==> config.mk <==
export PLATFORM = sky130hd
export DESIGN_NAME = tcm_interp
export DESIGN_NICKNAME = d
export VERILOG_FILES = /design/src/hw/rtl/tcm_pkg.sv /design/src/hw/rtl/tcm_interp.sv
export SDC_FILE = /design/constraint.sdc
export NUM_CORES = 1
export LEC_CHECK = 0
export ABC_AREA = 1
export BUFFER_PORTS_ARGS = -buffer_cell sky130_fd_sc_hd__buf_2
export CAP_MARGIN = 20
export CORE_ASPECT_RATIO = 1.4
export CORE_MARGIN = 1.5
export CORE_UTILIZATION = 60
export DETAILED_ROUTE_END_ITERATION = 10
export HOLD_SLACK_MARGIN = 0.06
export PLACE_DENSITY = 0.78
export REMOVE_ABC_BUFFERS = 1
export SLEW_MARGIN = 20
export SYNTH_ARGS = -nofsm -noshare
export SYNTH_HDL_FRONTEND = slang
export SYNTH_SLANG_ARGS = --single-unit
==> constraint.sdc <==
create_clock -name clock -period 7.65 [get_ports clock]
set_input_delay 0.3825 -clock clock [delete_from_list [all_inputs] [get_ports clock]]
set_output_delay 0.3825 -clock clock [all_outputs]
set_load 0.02 [all_outputs]
==> src/hw/rtl/tcm_pkg.sv <==
// ----------------------------------------------------------------------------
// tcm_pkg: shared types and constants of the tone curve mapper
// Sample type, opcodes, register indexes, sequencer states, request structs.
// ----------------------------------------------------------------------------
package tcm_pkg;

   localparam int SAMPLE_BITS = 16;
   localparam int CURVE_COUNT = 5;
   localparam int COUNT_BITS  = 9;

   typedef logic signed [SAMPLE_BITS-1:0] sample_type;
   typedef logic signed [SAMPLE_BITS:0]   diff_type;

   localparam logic [1:0] MODE_MAP    = 2'd0;
   localparam logic [1:0] MODE_ENTRY  = 2'd1;
   localparam logic [1:0] MODE_LIMITS = 2'd2;

   localparam logic [2:0] CURVE_MASTER = 3'd0;
   localparam logic [2:0] CURVE_VALUE  = 3'd4;

   localparam logic [2:0] REG_FILM_LIKE    = 3'd0;
   localparam logic [2:0] REG_COUNT_MASTER = 3'd1;
   localparam logic [2:0] REG_COUNT_RED    = 3'd2;
   localparam logic [2:0] REG_COUNT_GREEN  = 3'd3;
   localparam logic [2:0] REG_COUNT_BLUE   = 3'd4;
   localparam logic [2:0] REG_COUNT_VALUE  = 3'd5;

   localparam logic [COUNT_BITS-1:0] COUNT_RESET = 9'd33;

   // high, middle, low channel for each ordering of r, g, b
   localparam logic [1:0] SORT_ROWS [6][3] = '{
      '{2'd0, 2'd1, 2'd2}, '{2'd2, 2'd0, 2'd1}, '{2'd0, 2'd2, 2'd1},
      '{2'd1, 2'd0, 2'd2}, '{2'd2, 2'd1, 2'd0}, '{2'd1, 2'd2, 2'd0}
   };

   typedef enum logic [3:0] {
      ST_IDLE, ST_MASTER, ST_SORT, ST_CHAN, ST_ALPHA,
      ST_FHI, ST_FLO, ST_MID, ST_OUT
   } top_state_type;

   typedef enum logic [2:0] {
      EV_IDLE, EV_END_READ, EV_END_DATA, EV_SCAN_FIRST, EV_SCAN_PRIME, EV_SCAN, EV_WAIT
   } ev_state_type;

   typedef enum logic [1:0] {
      IP_IDLE, IP_MUL, IP_DIV, IP_FIN
   } ip_state_type;

   typedef struct packed {
      logic                  start;
      logic [2:0]            curve;
      sample_type            v;
      logic [COUNT_BITS-1:0] count;
      sample_type            low;
      sample_type            high;
   } eval_req_type;

   typedef struct packed {
      logic       done;
      sample_type value;
   } result_type;

   typedef struct packed {
      logic       start;
      sample_type base;
      diff_type   a;
      diff_type   b;
      logic [SAMPLE_BITS:0] d;
   } interp_req_type;

   function automatic sample_type sat_sample(input logic signed [36:0] v);
      logic signed [36:0] hi;
      logic signed [36:0] lo;
      hi = 37'sd32767;
      lo = -37'sd32768;
      if (v > hi) return sample_type'(hi[SAMPLE_BITS-1:0]);
      if (v < lo) return sample_type'(lo[SAMPLE_BITS-1:0]);
      return v[SAMPLE_BITS-1:0];
   endfunction

endpackage

==> src/hw/rtl/tcm_interp.sv <==
// ----------------------------------------------------------------------------
// tcm_interp: shared interpolation unit
// base + round(a*b/d), one registered multiply then a bit-serial divide.
// ----------------------------------------------------------------------------
module tcm_interp (
   input  logic                    clock,
   input  logic                    reset,
   input  tcm_pkg::interp_req_type req,
   output tcm_pkg::result_type     rsp
);

   tcm_pkg::ip_state_type st_ff, st_in;
   logic signed [33:0]    prod_ff;
   logic [34:0]           num_ff;
   logic [16:0]           rem_ff;
   logic [16:0]           d_ff;
   logic [5:0]            cnt_ff;
   logic                  neg_ff;
   tcm_pkg::sample_type   base_ff;
   tcm_pkg::sample_type   res_ff;
   logic                  done_ff;

   logic [33:0] mag;
   logic [17:0] shifted;
   logic [18:0] trial;
   logic signed [36:0] sum;

   always_comb begin
      mag     = prod_ff[33] ? 34'(-prod_ff) : 34'(prod_ff);
      shifted = {rem_ff, num_ff[34]};
      trial   = {1'b0, shifted} - {2'b0, d_ff};
      sum     = neg_ff ? ($signed({{21{base_ff[15]}}, base_ff}) - $signed({2'b0, num_ff}))
                       : ($signed({{21{base_ff[15]}}, base_ff}) + $signed({2'b0, num_ff}));
      st_in = st_ff;
      unique case (st_ff)
         tcm_pkg::IP_IDLE: if (req.start) st_in = tcm_pkg::IP_MUL;
         tcm_pkg::IP_MUL:  st_in = tcm_pkg::IP_DIV;
         tcm_pkg::IP_DIV:  if (cnt_ff == 6'd34) st_in = tcm_pkg::IP_FIN;
         tcm_pkg::IP_FIN:  st_in = tcm_pkg::IP_IDLE;
         default:          st_in = tcm_pkg::IP_IDLE;
      endcase
   end

   always_ff @(posedge clock) begin
      if (reset) begin
         st_ff   <= tcm_pkg::IP_IDLE;
         done_ff <= 1'b0;
      end else begin
         st_ff   <= st_in;
         done_ff <= (st_ff == tcm_pkg::IP_FIN);
      end
      unique case (st_ff)
         tcm_pkg::IP_IDLE: begin
            prod_ff <= req.a * req.b;
            base_ff <= req.base;
            d_ff    <= req.d;
         end
         tcm_pkg::IP_MUL: begin
            neg_ff <= prod_ff[33];
            num_ff <= {1'b0, mag} + {19'b0, d_ff[16:1]};
            rem_ff <= '0;
            cnt_ff <= '0;
         end
         tcm_pkg::IP_DIV: begin
            if (!trial[18]) begin
               rem_ff <= trial[16:0];
               num_ff <= {num_ff[33:0], 1'b1};
            end else begin
               rem_ff <= shifted[16:0];
               num_ff <= {num_ff[33:0], 1'b0};
            end
            cnt_ff <= cnt_ff + 6'd1;
         end
         tcm_pkg::IP_FIN: res_ff <= tcm_pkg::sat_sample(sum);
         default: ;
      endcase
   end

   assign rsp.done  = done_ff;
   assign rsp.value = res_ff;

endmodule

==> summary.txt <==
Run status
  – Outcome: finished, final reports clean

Final layout
  – Layout cell share with drive strength beyond 1: 0.0582
  – Area Overhead vs Synth: 6.02%
  – Final net count: 3713

STA
  – Max Freq: 163 MHz
  – Fin Setup TNS: 0 ns
  – Final Hold Fails: 0
  – RSZ-0062 raised after global routing: no
  – Max_slew headroom: 0.315
  – Tightest Pin Transition: 1.03 ns
  – # setup viols final: 0
  – Max-slew violations: 0
  – Post-Route Skew: 0.0129 ns
  – Final worst-path cycle share: 0.803
  – Minimum clock period: 6.14 ns

Global routing
  – Initial antenna violation count: 1
  – GRT Total Usage: 0.341
  – Global-route wire length before repair: 105 mm
  – Congestion Overflow GR: 0
  – Vias in the first global route: 21400
  – Largest net degree at the start of global routing: 69

Clock network
  – Setup Buffers After CTS: 0
  – Maximum root-to-sink buffer count: 2
  – Post-CTS sizing: 0
  – Hold buffers post-CTS: 0
  – Clock root buffer: clkbuf_16
  – Clk sinks: 145
  – Cts bufs inserted: 17
  – CTS clock-pin slew for the worst setup and hold paths: 0.07 ns
  – TritonCTS clock tree: built
  – H-tree levels: 4
  – Clk_lat worst skew: 0.46 ns

Logic synthesis
  – Yosys top cell by area: fa_1
  – Post-synthesis cell area: 23600 um2
  – Syn. warnings: 0
  – Post-synth top area share: 0.253
  – Synth Register Bits: 145
  – Post-synthesis async set-or-reset flop share: 0
  – Main synth FF type: edfxtp_1
  – Cell count after synthesis: 3161
  – Avg Inst Size Synth: 7.48 um2
  – Most instantiated cells after synthesis: nand2_1, inv_1, fa_1, nor2_1, ha_1
  – EDFF count, synth: 142
  – Netlist cell types: 53
  – Post-synthesis sequential area ratio: 0.183
  – Area contributors post-synth: fa_1, edfxtp_1, nand2_1
  – Cell with the most instances after synthesis: nand2_1

Die
  – Core footprint: 38600 um2
  – Top Ports: 87
  – Die area: 40600 um2
  – Die Wd: 171 um
  – Initial Util: 0.612
  – FP Rows: 85
  – Die boundary height: 238 um

Setup path
  – Critical path buffers and inverters: 8
  – Reg2Reg Setup Slack: 2.31 ns
  – Crit path max-delay family: adder cells
  – Slowest Stage Delay on Critical Path: 0.67 ns
  – Crit. End Element: register
  – Most common cell on crit path: inv_1
  – Crit Path Max Fanout: 17
  – WS Path Type: in -> reg
  – Ordered cell list for the critical path: buf_2 -> nand2_1 -> inv_1 -> fa_1 -> inv_1 -> fa_1 -> inv_1 -> fa_1 -> inv_1 -> fa_1 -> inv_1 -> fa_1 -> inv_1 -> fa_1 -> inv_1 -> ha_1 -> a21oi_1 -> o21bai_1 -> a221oi_1 -> o21ai_0 -> a21oi_1 -> xor2_1
  – Worst path required time: 7.84 ns
  – Crit path DAT: 6.34 ns
  – CP Launch Type: input port
  – Slowest-stage cell, CP: fa_1

Placement
  – Final HPWL DP: 54.7 mm
  – Final RePlAce weighted congestion: 1.00
  – IO buf count: 86

Drt
  – Length of the first detailed-routing pass in iterations: 6
  – DR vias/cell: 5.42
  – Antenna-violating nets left: 0
  – DRC viols: 0
  – First DRT Iteration DRCs: 1219
  – Per-cell routed wire length: 17.7 um
  – Via count: 20100
  – DRT Wirelength: 65.9 mm

Job
  – # Max-Cap Violations: 0

Hold path
  – Worst hold path class: in -> reg
[registers in the layout, summed over array words and instances, names as in the netlist]
register,flops
d_ff,17
base_ff,16
res_ff,16
done_ff,1
st_ff,2
cnt_ff,6
prod_ff,34
rem_ff,17
neg_ff,1
num_ff,35
[cells in the final DEF, fill, tap and decap left out, drive strengths merged, types with 6 or more instances in the layout]
cell and count:
xnor2 43, o21ai 108, a31oi 14, nor4 6, buf 92, nor3 30, nand3b 7, nor2 219
clkinv 7, a21oi 120, o31ai 6, a21o 8, or2 14, fa 299, ha 163, xor2 85
o21bai 11, nand3 113, edfxtp 142, inv 804, nand4 39, nand2 815, clkbuf 17
[routing by layer]
layer  vias up  wire (um)  share of wire  track usage
met1      9504      22000           0.33        0.324
met4         0       5280          0.080        0.248
li1       9601          -              -            -
met5         -          0              0            0
met3       266       2940          0.045       0.0398
met2       760      35600           0.54        0.660
[worst register-to-register path: cells and delay by family (launching register included)]
kind,cells,cell delay [ns]
XOR/XNOR,1,0.08
adder cells (fa/ha/maj),2,0.60
buffers and inverters,3,0.46
flip-flops,1,0.53
AND/OR/NAND/NOR,21,3.42
[metrics by stage]
stage	hold slack [ns]	area [um2]	setup WS, ns	util	instances
after floorplan	0.455	23300	1.78	-	3070
after global placement	0.556	24400	1.21	0.632	3684
after detailed placement	0.561	24400	1.12	0.632	3684
after CTS	0.0765	25000	1.59	0.649	3716
after global routing	0.0787	25100	1.10	0.649	3717
final	0.0864	25100	1.51	0.649	3717
[path summary, 6_finish.rpt]
path | startpoint | to | cells past startpoint
worst max-delay path | req[50] | prod_ff[33] | 22
worst min-delay path | reset | done_ff | 2
worst max register to register | num_ff[0] | res_ff[8] | 27
worst min register to register | st_ff[1] | st_ff[1] | 2
[layout make-up]
| type | instances | area [um2] |
|---|---|---|
| multi-input combinational | 2127 | 16000 |
| fill | 3444 | 13500 |
| sequential | 145 | 4320 |
| inverter | 798 | 3000 |
| tap | 522 | 653 |
| timing repair buffer | 92 | 475 |
| clock buffer | 17 | 425 |
| clock inverter | 15 | 214 |
| antenna | 1 | 2.50 |
[cell families (layout without fill, tap and decap cells)]
group / after synthesis / after routing / synth area share
fa+ha+maj: 462 / 462 / 0.340
flops: 145 / 145 / 0.183
simple gates: 1247 / 1247 / 0.218
buf+inv: 889 / 922 / 0.142
compound gates: 290 / 290 / 0.0688
other cells: 0 / 1 / 0
xor+xnor: 128 / 128 / 0.0481
Power is left out: the tool's default activity adds up to more than one toggle a clock period on the data nets, which glitch-free logic cannot reach.
