[src/hw/rtl/tcm_pkg.sv]
// ----------------------------------------------------------------------------
// tcm_pkg: shared types and constants of the tone curve mapper
// Sample type, opcodes, register indexes, sequencer states, request structs.
// ----------------------------------------------------------------------------
package tcm_pkg;

   localparam int SAMPLE_BITS = 16;
   localparam int CURVE_COUNT = 5;
   localparam int COUNT_BITS  = 9;

   typedef logic signed [SAMPLE_BITS-1:0] sample_type;
   typedef logic signed [SAMPLE_BITS:0]   diff_type;

   localparam logic [1:0] MODE_MAP    = 2'd0;
   localparam logic [1:0] MODE_ENTRY  = 2'd1;
   localparam logic [1:0] MODE_LIMITS = 2'd2;

   localparam logic [2:0] CURVE_MASTER = 3'd0;
   localparam logic [2:0] CURVE_VALUE  = 3'd4;

   localparam logic [2:0] REG_FILM_LIKE    = 3'd0;
   localparam logic [2:0] REG_COUNT_MASTER = 3'd1;
   localparam logic [2:0] REG_COUNT_RED    = 3'd2;
   localparam logic [2:0] REG_COUNT_GREEN  = 3'd3;
   localparam logic [2:0] REG_COUNT_BLUE   = 3'd4;
   localparam logic [2:0] REG_COUNT_VALUE  = 3'd5;

   localparam logic [COUNT_BITS-1:0] COUNT_RESET = 9'd33;

   // high, middle, low channel for each ordering of r, g, b
   localparam logic [1:0] SORT_ROWS [6][3] = '{
      '{2'd0, 2'd1, 2'd2}, '{2'd2, 2'd0, 2'd1}, '{2'd0, 2'd2, 2'd1},
      '{2'd1, 2'd0, 2'd2}, '{2'd2, 2'd1, 2'd0}, '{2'd1, 2'd2, 2'd0}
   };

   typedef enum logic [3:0] {
      ST_IDLE, ST_MASTER, ST_SORT, ST_CHAN, ST_ALPHA,
      ST_FHI, ST_FLO, ST_MID, ST_OUT
   } top_state_type;

   typedef enum logic [2:0] {
      EV_IDLE, EV_END_READ, EV_END_DATA, EV_SCAN_FIRST, EV_SCAN_PRIME, EV_SCAN, EV_WAIT
   } ev_state_type;

   typedef enum logic [1:0] {
      IP_IDLE, IP_MUL, IP_DIV, IP_FIN
   } ip_state_type;

   typedef struct packed {
      logic                  start;
      logic [2:0]            curve;
      sample_type            v;
      logic [COUNT_BITS-1:0] count;
      sample_type            low;
      sample_type            high;
   } eval_req_type;

   typedef struct packed {
      logic       done;
      sample_type value;
   } result_type;

   typedef struct packed {
      logic       start;
      sample_type base;
      diff_type   a;
      diff_type   b;
      logic [SAMPLE_BITS:0] d;
   } interp_req_type;

   function automatic sample_type sat_sample(input logic signed [36:0] v);
      logic signed [36:0] hi;
      logic signed [36:0] lo;
      hi = 37'sd32767;
      lo = -37'sd32768;
      if (v > hi) return sample_type'(hi[SAMPLE_BITS-1:0]);
      if (v < lo) return sample_type'(lo[SAMPLE_BITS-1:0]);
      return v[SAMPLE_BITS-1:0];
   endfunction

endpackage

[src/hw/rtl/tcm_curve_eval.sv]
// ----------------------------------------------------------------------------
// tcm_curve_eval: curve evaluation sequencer
// Clamp check, first-match segment scan through the table RAM, interpolation.
// ----------------------------------------------------------------------------
module tcm_curve_eval #(
   parameter int TABLE_DEPTH = 256,
   localparam int AW = $clog2(tcm_pkg::CURVE_COUNT * TABLE_DEPTH)
) (
   input  logic                    clock,
   input  logic                    reset,
   input  tcm_pkg::eval_req_type   req,
   output tcm_pkg::result_type     rsp,
   output logic [AW-1:0]           rd_addr,
   input  logic [31:0]             rd_data,
   output tcm_pkg::interp_req_type ip_req,
   input  tcm_pkg::result_type     ip_rsp
);

   localparam int IW = $clog2(TABLE_DEPTH);
   localparam int NW = $clog2(TABLE_DEPTH + 1);

   tcm_pkg::ev_state_type st_ff;
   logic [NW-1:0]       idx_ff;
   logic [NW-1:0]       n_ff;
   logic [2:0]          curve_ff;
   tcm_pkg::sample_type v_ff;
   logic [31:0]         prev_ff;
   tcm_pkg::sample_type res_ff;
   logic                done_ff;

   logic [NW-1:0]       n_req;
   tcm_pkg::sample_type px, cx, py, cy;
   logic                hit;

   always_comb begin
      if (req.count == '0) begin
         n_req = NW'(1);
      end else if (32'(req.count) > 32'(TABLE_DEPTH)) begin
         n_req = NW'(TABLE_DEPTH);
      end else begin
         n_req = NW'(req.count);
      end
      px  = prev_ff[15:0];
      py  = prev_ff[31:16];
      cx  = rd_data[15:0];
      cy  = rd_data[31:16];
      hit = (px <= v_ff) && (v_ff <= cx);
      rd_addr = AW'(curve_ff) * AW'(TABLE_DEPTH) + AW'(idx_ff[IW-1:0]);
      ip_req.start = (st_ff == tcm_pkg::EV_SCAN) && hit && (px != cx);
      ip_req.base  = py;
      ip_req.a     = {cy[15], cy} - {py[15], py};
      ip_req.b     = {v_ff[15], v_ff} - {px[15], px};
      ip_req.d     = 17'({cx[15], cx} - {px[15], px});
   end

   always_ff @(posedge clock) begin
      if (reset) begin
         st_ff   <= tcm_pkg::EV_IDLE;
         done_ff <= 1'b0;
      end else begin
         done_ff <= 1'b0;
         unique case (st_ff)
            tcm_pkg::EV_IDLE: begin
               if (req.start) begin
                  curve_ff <= req.curve;
                  v_ff     <= req.v;
                  n_ff     <= n_req;
                  if (req.v <= req.low) begin
                     idx_ff <= '0;
                     st_ff  <= tcm_pkg::EV_END_READ;
                  end else if (req.v >= req.high) begin
                     idx_ff <= n_req - NW'(1);
                     st_ff  <= tcm_pkg::EV_END_READ;
                  end else if (n_req == NW'(1)) begin
                     res_ff  <= '0;
                     done_ff <= 1'b1;
                  end else begin
                     idx_ff <= '0;
                     st_ff  <= tcm_pkg::EV_SCAN_FIRST;
                  end
               end
            end
            tcm_pkg::EV_END_READ: st_ff <= tcm_pkg::EV_END_DATA;
            tcm_pkg::EV_END_DATA: begin
               res_ff  <= cy;
               done_ff <= 1'b1;
               st_ff   <= tcm_pkg::EV_IDLE;
            end
            tcm_pkg::EV_SCAN_FIRST: begin
               idx_ff <= idx_ff + NW'(1);
               st_ff  <= tcm_pkg::EV_SCAN_PRIME;
            end
            tcm_pkg::EV_SCAN_PRIME: begin
               prev_ff <= rd_data;
               idx_ff  <= idx_ff + NW'(1);
               st_ff   <= tcm_pkg::EV_SCAN;
            end
            tcm_pkg::EV_SCAN: begin
               // rd_data holds entry idx-1, prev_ff entry idx-2
               if (hit) begin
                  if (px == cx) begin
                     res_ff  <= py;
                     done_ff <= 1'b1;
                     st_ff   <= tcm_pkg::EV_IDLE;
                  end else begin
                     st_ff <= tcm_pkg::EV_WAIT;
                  end
               end else if (idx_ff == n_ff) begin
                  res_ff  <= '0;
                  done_ff <= 1'b1;
                  st_ff   <= tcm_pkg::EV_IDLE;
               end else begin
                  prev_ff <= rd_data;
                  idx_ff  <= idx_ff + NW'(1);
               end
            end
            tcm_pkg::EV_WAIT: begin
               if (ip_rsp.done) begin
                  res_ff  <= ip_rsp.value;
                  done_ff <= 1'b1;
                  st_ff   <= tcm_pkg::EV_IDLE;
               end
            end
            default: st_ff <= tcm_pkg::EV_IDLE;
         endcase
      end
   end

   assign rsp.done  = done_ff;
   assign rsp.value = res_ff;

endmodule

[config.mk]
export PLATFORM = sky130hd
export DESIGN_NAME = tcm_curve_eval
export DESIGN_NICKNAME = d
export VERILOG_FILES = /design/src/hw/rtl/tcm_pkg.sv /design/src/hw/rtl/tcm_curve_eval.sv
export SDC_FILE = /design/constraint.sdc
export NUM_CORES = 1
export LEC_CHECK = 0
export BUFFER_PORTS_ARGS = -buffer_cell sky130_fd_sc_hd__buf_2
export CORE_MARGIN = 2
export CORE_UTILIZATION = 40
export CTS_CLUSTER_SIZE = 14
export DETAILED_ROUTE_END_ITERATION = 8
export PLACE_DENSITY = 0.68
export SLEW_MARGIN = 10
export SYNTH_ARGS = -nofsm -noshare
export SYNTH_HDL_FRONTEND = slang
export SYNTH_SLANG_ARGS = --single-unit
[constraint.sdc]
create_clock -name clock -period 5.35 [get_ports clock]
set_input_delay 0.535 -clock clock [delete_from_list [all_inputs] [get_ports clock]]
set_output_delay 0.535 -clock clock [all_outputs]
set_load 0.005 [all_outputs]
==> impl_metrics.csv <==
group,metric,value,unit
route,dr.first_iter.drc_count,348,
layout,final_common_cell,"buf_2",
synth,netlist_area,7310,um^2
clock_tree,cts_buffer_depth,2,
synth,synth-seq-area-share,36.0,%
route,wire_per_inst,15.5,um
place,portBuffers,207,
critical_path,r2r.worst_path.cells,9,
critical_path,cpLargestDelayFamily,"compound AO/OA/AOI/OAI gates",
critical_path,path_max_fanout,3,
floorplanning,pin_count,208,
synth,yosysWarnings,0,
clock_tree,post_cts_resized,0,
route,vias,6169,
global_routing,grt_pass1_vias,5728,
floorplanning,die_x,139,um
synth,synthArstFlopShare,0,%
layout,final_cell_mix,"buf_2 (207), inv_1 (124), ha_1 (100)",
sta,final-setup-viol-count,0,
global_routing,grt_start_max_net_pins,33,
critical_path,timing.rr.end,"prev_ff[11]",
layout,layout-drive-gt1-share,24.9,%
layout,register_area,2630,um^2
place,hpwl,14.9,mm
power,peakVddDrop,0.231,mV
critical_path,cp-startpoint,"prev_ff[0]",
global_routing,grtUsageTotal,18.9,%
synth,synth_seq_cells,89,
sta,max_freq,276,MHz
critical_path,crit_chain,"ha_1 > fa_1 > nor2b_1 > o21a_1 > o21ai_1 > a31oi_1 > a41oi_1 > a21oi_1 > o21a_1 > nor2_1 > xnor2_1 > buf_2",
critical_path,crit_end,"ip_req[31]",
route,highest_layer,"met4",
route,dr.pass1.iters,7,
route,wirelength,18.5,mm
clock_tree,insertion_delay,0.35,ns
clock_tree,cts_tree,"built",
sta,rsz0062_at_grt,"no",
sta,finClkSkew,0.0129,ns
clock_tree,cts_buffers,9,
route,wl_met1,9.05,mm
critical_path,crit_required,4.82,ns
place,dpl.cell_count,1173,
floorplanning,dieArea,19400,um^2
critical_path,crit_cells,12,
place,place_congestion,0.866,
clock_tree,post-cts-setup-buffers,0,
global_routing,grt_pass1_wl,29.2,mm
layout,fill_cells,1751,
critical_path,slowest_delay,0.42,ns
route,wl_met3,838,um
floorplanning,coreArea,18000,um^2
hold_path,min_path_type,"in2reg",
critical_path,slowest_stage,"edfxtp_1",
clock_tree,cts_sinks,89,
run,cap_violations,0,
critical_path,crit_type,"reg2out",
sta,drv_slew,0,
route,vias_per_cell,5.18,
sta,fin_crit_sh,67.8,%
global_routing,grt_remaining_overflow,0,
critical_path,cp.arrival,3.09,ns
floorplanning,row_count,49,
power,power_density,236,nW/um^2
critical_path,end_kind,"output port",
sta,relSlewSlack,19.0,%
layout,multi_input_area,3980,um^2
clock_tree,root_buffer,"clkbuf_16",
synth,synth_cell_types,59,
critical_path,reg2reg_from,"v_ff[15]",
floorplanning,die_height,139,um
synth,synth_cells,772,
sta,period_minus_slack,3.62,ns
global_routing,antenna_found_initial,1,
route,met2_length,8.27,mm
critical_path,regToRegSetupSlack,1.79,ns
synth,synth_nets,987,
route,drc_errors,0,
sta,worst_pin_slew,1.21,ns
clock_tree,htreeDepth,3,
synth,avgSynthCellArea,9.47,um^2
outcome,run_status,"finished clean",
route,final_antenna_net_count,0,
sta,hold_viol,0,
sta,finalSetupTns,0,ns
critical_path,worst-path-buf-inv,1,
critical_path,cpMostUsedCell,"o21a_1",
synth,synth-edff-count,85,
layout,area_growth,19.8,%
critical_path,cp-start-kind,"flip-flop",
power,leakagePower,4.27,nW
clock_tree,cts_hold_buf,0,
clock_tree,clk_pin_slew,0.07,ns
layout,nets,1170,
floorplanning,initial_core_util,40.7,%
layout,instances_no_fill,1190,
synth,ys.flop_type,"edfxtp_1",
==> routing by layer <==
metal | up-vias | GRT usage (%)
met5 | - | 0
met4 | 0 | 5.85
met3 | 19 | 2.62
met2 | 157 | 29.6
met1 | 2856 | 27.1
li1 | 3137 | -
==> how the worst min path moves through the flow <==
| stage | from | to | slack [ns] | cells after the start |
|---|---|---|---|---|
| after floorplan | prev_ff[26] | res_ff[10] | 0.58 | 2 |
| final | req[59] | curve_ff[2] | 0.36 | 1 |
| after CTS | req[58] | curve_ff[1] | 0.35 | 1 |
| after global routing | req[58] | curve_ff[1] | 0.35 | 1 |
| after global placement | prev_ff[31] | res_ff[15] | 0.59 | 2 |
| after detailed placement | prev_ff[31] | res_ff[15] | 0.60 | 2 |
==> cells in the mapped netlist, types with 11 or more instances <==
cell type / instances / area, um^2
nand2_1: 28 / 105
o21ai_0: 18 / 90.1
xnor2_1: 40 / 350
nor2b_1: 16 / 100
a21o_1: 18 / 135
nor2_1: 41 / 154
ha_1: 100 / 1250
o21ai_1: 17 / 85.1
nand3_1: 19 / 95.1
nor3_1: 14 / 70.1
inv_1: 124 / 465
buf_4: 25 / 188
xor2_1: 12 / 105
edfxtp_1: 85 / 2550
a222oi_1: 17 / 170
nand2b_1: 11 / 68.8
a21oi_1: 52 / 260
o22ai_1: 12 / 75.1
o21a_1: 11 / 82.6
==> per-stage QoR <==
| stage | utilization (%) | setup WS [ns] | instance area (um^2) | power (W) | hold WS [ns] |
|---|---|---|---|---|---|
| final | 48.7 | 1.73 | 8750 | 0.00206 | 0.363 |
| after global routing | 48.7 | 1.48 | 8750 | 0.00218 | 0.351 |
| after CTS | 48.7 | 1.74 | 8750 | 0.00209 | 0.345 |
| after detailed placement | 46.9 | 1.55 | 8430 | 0.00137 | 0.598 |
| after global placement | 46.9 | 1.62 | 8430 | 0.00136 | 0.586 |
| after floorplan | - | 0.894 | 7310 | 0.00118 | 0.577 |
==> kinds of logic (layout without fill, tap and decap cells) <==
| kind of cell | after synthesis | after routing | synth area share (%) |
|---|---|---|---|
| xor+xnor | 52 | 52 | 6.23 |
| simple gates | 176 | 176 | 12.7 |
| mux | 1 | 1 | 0.205 |
| compound gates | 187 | 187 | 16.9 |
| flops | 89 | 89 | 36.0 |
| fa+ha+maj | 103 | 103 | 17.9 |
| buf+inv | 164 | 352 | 9.98 |
| other cells | 0 | 1 | 0 |
==> where the power goes <==
part,total [W],switching (W),internal [W]
combinational,0.000508,0.000275,0.000233
clock,0.000711,0.000296,0.000415
sequential,0.000846,0.0000323,0.000814
total,0.00206,0.000603,0.00146
==> cell type report <==
class	count	share of cell area, %
antenna	1	0.0286
sequential	89	30.1
clock inverter	7	1.14
clock buffer	9	2.57
multi-input combinational	519	45.4
timing repair buffer	210	12.1
inverter	126	5.40
tap	229	3.27
==> state kept, by name (all words and copies together) (netlist names) <==
signal    cells
done_ff       1
res_ff       16
curve_ff      3
n_ff          9
prev_ff      32
v_ff         16
idx_ff        9
st_ff         3
No activity file was read; power rests on OpenSTA's default activity.
